**src/rtl/imhdk_pkg.sv**
```systemverilog
`timescale 1ns / 1ps
`default_nettype none
// ----------------------------------------------------------------------------
// imhdk_pkg
// Shared types and constants of the indexed min-heap core.
// ----------------------------------------------------------------------------
package imhdk_pkg;

  localparam int MaxVertices = 256;
  localparam int VertexBits  = 8;
  localparam int PosBits     = 9;
  localparam int KeyBits     = 32;
  localparam int CountBits   = 9;

  typedef enum logic [1:0] {
    FUNC_LOAD    = 2'd0,
    FUNC_EXTRACT = 2'd1,
    FUNC_DEC_KEY = 2'd2,
    FUNC_MEMBER  = 2'd3
  } func_t;

  typedef enum logic [1:0] {
    ST_OK          = 2'd0,
    ST_EMPTY       = 2'd1,
    ST_ABSENT      = 2'd2,
    ST_NOT_SMALLER = 2'd3
  } status_t;

  // datapath micro-operations issued by the controller
  typedef enum logic [4:0] {
    OP_NONE,
    OP_LOAD,
    OP_X1,
    OP_X2,
    OP_X3,
    OP_X4,
    OP_X5,
    OP_D1,
    OP_D2,
    OP_D3,
    OP_D4,
    OP_D5,
    OP_K1,
    OP_K2,
    OP_K3,
    OP_U1,
    OP_U2,
    OP_U3,
    OP_U4,
    OP_FIN
  } dp_op_t;

  typedef struct packed {
    logic   accept;
    dp_op_t op;
  } cmd_t;

  typedef struct packed {
    func_t func;
    logic  ld_more;
    logic  empty;
    logic  no_child;
    logic  keep;
    logic  present;
    logic  smaller;
    logic  at_root;
    logic  parent_ok;
    logic  out_free;
  } stat_t;

endpackage
`default_nettype wire

```
**src/rtl/imhdk_ctrl.sv**
```systemverilog
`timescale 1ns / 1ps
`default_nettype none
// ----------------------------------------------------------------------------
// imhdk_ctrl
// Controller: sequences load, extract with sift-down, and key lookup with
// sift-up over the datapath.
// ----------------------------------------------------------------------------
module imhdk_ctrl (
  input  wire logic             clk,
  input  wire logic             rst,
  input  wire logic             in_valid,
  output logic                  in_stall,
  input  wire imhdk_pkg::stat_t st,
  output imhdk_pkg::cmd_t       cmd
);

  typedef enum logic [19:0] {
    S_IDLE = 20'h00001,
    S_LOAD = 20'h00002,
    S_X1   = 20'h00004,
    S_X2   = 20'h00008,
    S_X3   = 20'h00010,
    S_X4   = 20'h00020,
    S_X5   = 20'h00040,
    S_D1   = 20'h00080,
    S_D2   = 20'h00100,
    S_D3   = 20'h00200,
    S_D4   = 20'h00400,
    S_D5   = 20'h00800,
    S_K1   = 20'h01000,
    S_K2   = 20'h02000,
    S_K3   = 20'h04000,
    S_U1   = 20'h08000,
    S_U2   = 20'h10000,
    S_U3   = 20'h20000,
    S_U4   = 20'h40000,
    S_FIN  = 20'h80000
  } state_t;

  state_t state;
  state_t state_next;
  logic   accept;

  assign in_stall = rst || (state != S_IDLE);
  assign accept   = in_valid && !in_stall;

  always_comb begin
    state_next = state;
    cmd.accept = accept;
    cmd.op     = imhdk_pkg::OP_NONE;
    unique case (state)
      S_IDLE: begin
        if (accept) begin
          unique case (st.func)
            imhdk_pkg::FUNC_LOAD:    state_next = S_LOAD;
            imhdk_pkg::FUNC_EXTRACT: state_next = st.empty ? S_FIN : S_X1;
            imhdk_pkg::FUNC_DEC_KEY,
            imhdk_pkg::FUNC_MEMBER:  state_next = S_K1;
            default:                 state_next = S_IDLE;
          endcase
        end
      end
      S_LOAD: begin
        cmd.op = imhdk_pkg::OP_LOAD;
        if (!st.ld_more) state_next = S_FIN;
      end
      S_X1: begin cmd.op = imhdk_pkg::OP_X1; state_next = S_X2; end
      S_X2: begin cmd.op = imhdk_pkg::OP_X2; state_next = S_X3; end
      S_X3: begin cmd.op = imhdk_pkg::OP_X3; state_next = S_X4; end
      S_X4: begin cmd.op = imhdk_pkg::OP_X4; state_next = S_X5; end
      S_X5: begin cmd.op = imhdk_pkg::OP_X5; state_next = S_D1; end
      S_D1: begin
        cmd.op     = imhdk_pkg::OP_D1;
        state_next = st.no_child ? S_FIN : S_D2;
      end
      S_D2: begin cmd.op = imhdk_pkg::OP_D2; state_next = S_D3; end
      S_D3: begin cmd.op = imhdk_pkg::OP_D3; state_next = S_D4; end
      S_D4: begin
        cmd.op     = imhdk_pkg::OP_D4;
        state_next = st.keep ? S_FIN : S_D5;
      end
      S_D5: begin cmd.op = imhdk_pkg::OP_D5; state_next = S_D1; end
      S_K1: begin cmd.op = imhdk_pkg::OP_K1; state_next = S_K2; end
      S_K2: begin cmd.op = imhdk_pkg::OP_K2; state_next = S_K3; end
      S_K3: begin
        cmd.op = imhdk_pkg::OP_K3;
        if (st.func == imhdk_pkg::FUNC_DEC_KEY && st.present && st.smaller) begin
          state_next = S_U1;
        end else begin
          state_next = S_FIN;
        end
      end
      S_U1: begin
        cmd.op     = imhdk_pkg::OP_U1;
        state_next = st.at_root ? S_FIN : S_U2;
      end
      S_U2: begin cmd.op = imhdk_pkg::OP_U2; state_next = S_U3; end
      S_U3: begin
        cmd.op     = imhdk_pkg::OP_U3;
        state_next = st.parent_ok ? S_FIN : S_U4;
      end
      S_U4: begin cmd.op = imhdk_pkg::OP_U4; state_next = S_U1; end
      S_FIN: begin
        cmd.op = imhdk_pkg::OP_FIN;
        if (st.out_free) state_next = S_IDLE;
      end
      default: state_next = S_IDLE;
    endcase
  end

  always_ff @(posedge clk) begin
    if (rst) begin
      state <= S_IDLE;
    end else begin
      state <= state_next;
    end
  end

endmodule
`default_nettype wire

```
**config.mk**
```make
export PLATFORM = sky130hd
export DESIGN_NAME = imhdk_ctrl
export DESIGN_NICKNAME = d
export VERILOG_FILES = /design/src/rtl/imhdk_pkg.sv /design/src/rtl/imhdk_ctrl.sv
export SDC_FILE = /design/constraint.sdc
export NUM_CORES = 1
export LEC_CHECK = 0
export BUFFER_PORTS_ARGS = -buffer_cell sky130_fd_sc_hd__buf_2
export CORE_MARGIN = 4
export CORE_UTILIZATION = 55
export CTS_BUF_LIST = sky130_fd_sc_hd__clkbuf_16
export DETAILED_ROUTE_END_ITERATION = 8
export GPL_TIMING_DRIVEN = 0
export PLACE_DENSITY = 0.77
export SYNTH_ARGS = -nofsm -noshare
export SYNTH_HDL_FRONTEND = slang
export SYNTH_SLANG_ARGS = --single-unit
```
**constraint.sdc**
```tcl
create_clock -name clk -period 2.5 [get_ports clk]
set_input_delay 0 -clock clk [delete_from_list [all_inputs] [get_ports clk]]
set_output_delay 0 -clock clk [all_outputs]
set_load 0.05 [all_outputs]
```
==> metrics.csv <==
stage,metric,value,unit
hold_path,worst hold path class,input pin to register,
detailed_routing,DRT Wirelength,3960,um
synthesis,syn_nets,185,
critical_path,Worst R2R Setup Slack,0.16,ns
cts,TritonCTS buffer count,3,
final_layout,Antenna Diode Count,0,
die,Initial Util,57.9,%
cts,Root Buffer Master,clkbuf_16,
synthesis,"Distinct cells, synth",44,
final_layout,Largest Register,state,
detailed_routing,vias,1497,
hold_path,worst hold stages,4,
power,Pleak,0.688,nW
global_route,GRT Util Overall,22.6,%
final_layout,Synth-to-Final Area Change,23.4,%
timing,final worst path period share,96.4,%
final_layout,max reg flops,20,
power,VDD IR max,980,uV
timing,Final Hold Fails,0,
detailed_routing,1st-pass router iterations,4,
final_layout,filler instances,191,
die,core region area,2500,um2
critical_path,CP Class,register to primary output,
final_layout,Final Util,71.4,%
global_route,vias in the first global route,1318,
final_layout,largest registers,state: 20 flops,
detailed_routing,post-detailed-route count of antenna-violating nets,0,
synthesis,most common cell in the netlist,dfxtp_1,
cts,CTS tree,built,
outcome,outcome,"finished, final reports clean",
die,Die Height,59.3,um
die,num ports,21,
timing,Final Max Slew Viols,0,
detailed_routing,WL per Instance,16.6,um
synthesis,Syn Inst Count,171,
synthesis,Yosys top cell by area,dfxtp_1,
synthesis,Synth Cell Area,1450,um2
timing,Finish-stage setup viols,0,
critical_path,Crit path required time,2.50,ns
synthesis,Post-synth EDFFs,0,
cts,clock buffer depth,2,
global_route,largest net degree at the start of global routing,12,
synthesis,asr flop ratio synth,0,%
critical_path,reg2reg path depth,9,
synthesis,Yosys Warn Count,0,
global_route,initial antenna violation count,0,
placed_design,Setup WS pre-CTS,0.125,ns
synthesis,#FFs+latches synth,20,
synthesis,post-synth top area share,27.7,%
timing,setup ws final,0.0910,ns
detailed_routing,drc violations,0,
placed_design,PortBufs,19,
die,Die W,59.3,um
job,max_cap viols,0,
synthesis,Area contributors post-synth,"dfxtp_1 (28%), nor4_4 (7.4%), nor3_1 (4.8%)",
critical_path,worst-path fanout max,5,
cts,CTS Sinks,20,
synthesis,most frequent cells after synthesis,"dfxtp_1 (20), nor2_1 (17), nor3_1 (14), a21oi_1 (11), nand3_1 (10)",
timing,clk_skew,0.00194,ns
placed_design,GP Congestion,0.841,
power,Power per Cell Area,1130,nW/um2
detailed_routing,drt first-iter violations,116,
final_layout,fin nets,223,
global_route,grt ovf,0,
cts,H-Tree Depth,1,
die,Die ar.,3510,um2
cts,clk slew on worst S/H paths,0.05,ns
synthesis,register area share after synthesis,27.7,%
critical_path,crit path DAT,2.41,ns
critical_path,CP Launch Type,register,
cts,Clock Latency Late Sink,0.25,ns
timing,Slew @ Worst Pin,0.501,ns
timing,max_slew headroom,66.3,%
die,Row Count,18,
critical_path,element type at the critical path end,primary output,
global_route,global-route wire length before repair,6030,um
timing,Peak Freq,0.415,GHz
synthesis,syn_area_per_cell,8.46,um2
synthesis,"Top FF cell, synth",dfxtp_1,
timing,clock period minus worst slack,2.41,ns
final_layout,layout cell share with drive strength beyond 1,26.0,%
placed_design,post-DP HPWL,2680,um
detailed_routing,vias per cell,6.29,
==> final cells by class <==
| class | instances | area, um2 | share of cell area [%] |
|---|---|---|---|
| Sequential cell | 20 | 400 | 22.4 |
| Inverter | 5 | 18.8 | 1.05 |
| Timing Repair Buffer | 33 | 218 | 12.2 |
| Clock buffer | 3 | 75.1 | 4.20 |
| Buffer | 10 | 58.8 | 3.29 |
| Clock inverter | 1 | 3.75 | 0.210 |
| Tap cell | 30 | 37.5 | 2.10 |
| Multi-Input combinational cell | 136 | 973 | 54.5 |
==> report_power, final <==
group	switching (mW)	internal, mW	leakage [nW]
Sequential	0.0598	0.372	0.162
Combinational	0.766	0.488	0.487
Clock	0.116	0.213	0.0385
==> what timing repair did <==
item	CTS	global route
endpoints found under the hold margin	4	0
setup endpoints to repair	2	5
hold buffers	4	0
pin swaps	5	3
setup buffers	7	3
gates resized for setup	0	4
==> path summary, 6_finish.rpt <==
path	startpoint	endpoint
worst max register to register	state[4]	state[5]
worst max-delay path	state[13]	cmd[0]
worst min register to register	state[7]	state[8]
worst min-delay path	st[6]	state[8]
==> logic make-up after synthesis <==
logic type	count (synthesis)	share of synthesized area, %
compound gates	24	12.4
flops	20	27.7
xor+xnor	11	6.66
buf+inv	15	5.36
simple gates	101	47.9
==> routing by layer <==
| metal | GRT usage (%) | wire (um) |
|---|---|---|
| met5 | 0 | 0 |
| met3 | 2.83 | 216 |
| met2 | 34.8 | 1920 |
| met4 | 15.9 | 174 |
| met1 | 28.9 | 1650 |
==> worst max-delay path, cell delays in order, from the launching register on <==
cell and delay (ns):
dfxtp_1 0.37, nor4_4 0.51, nand4_1 0.22, or4_1 0.51, and3_1 0.19, nand4_1 0.08
buf_2 0.27
==> stage by stage <==
stage          area (um2)  hold WS (ns)  std cells  power (mW)  setup TNS (ns)
2_1_floorplan        1450        0.0761        171        1.32               0
4_1_cts              1750        0.0281        235        1.96               0
6_report             1790        0.0235        238        2.02               0
3_5_place_dp         1580         0.179        220        1.53               0
5_1_grt              1790        0.0496        238        2.14         -0.0125
3_3_place_gp         1580         0.183        220        1.50               0
==> placed cells by master (no fill, tap or decap), types with 6 or more instances in the layout <==
| cell | netlist | routed |
|---|---|---|
| nand2_1 | 7 | 7 |
| buf_2 | 2 | 18 |
| nand3_1 | 10 | 9 |
| nor4_1 | 7 | 7 |
| nor2_1 | 17 | 17 |
| nor3_1 | 14 | 14 |
| xnor2_1 | 6 | 6 |
| a21oi_1 | 11 | 11 |
| nor2b_1 | 6 | 6 |
| dfxtp_1 | 20 | 20 |
| buf_4 | 3 | 13 |
(Power assumes the default switching activity.)
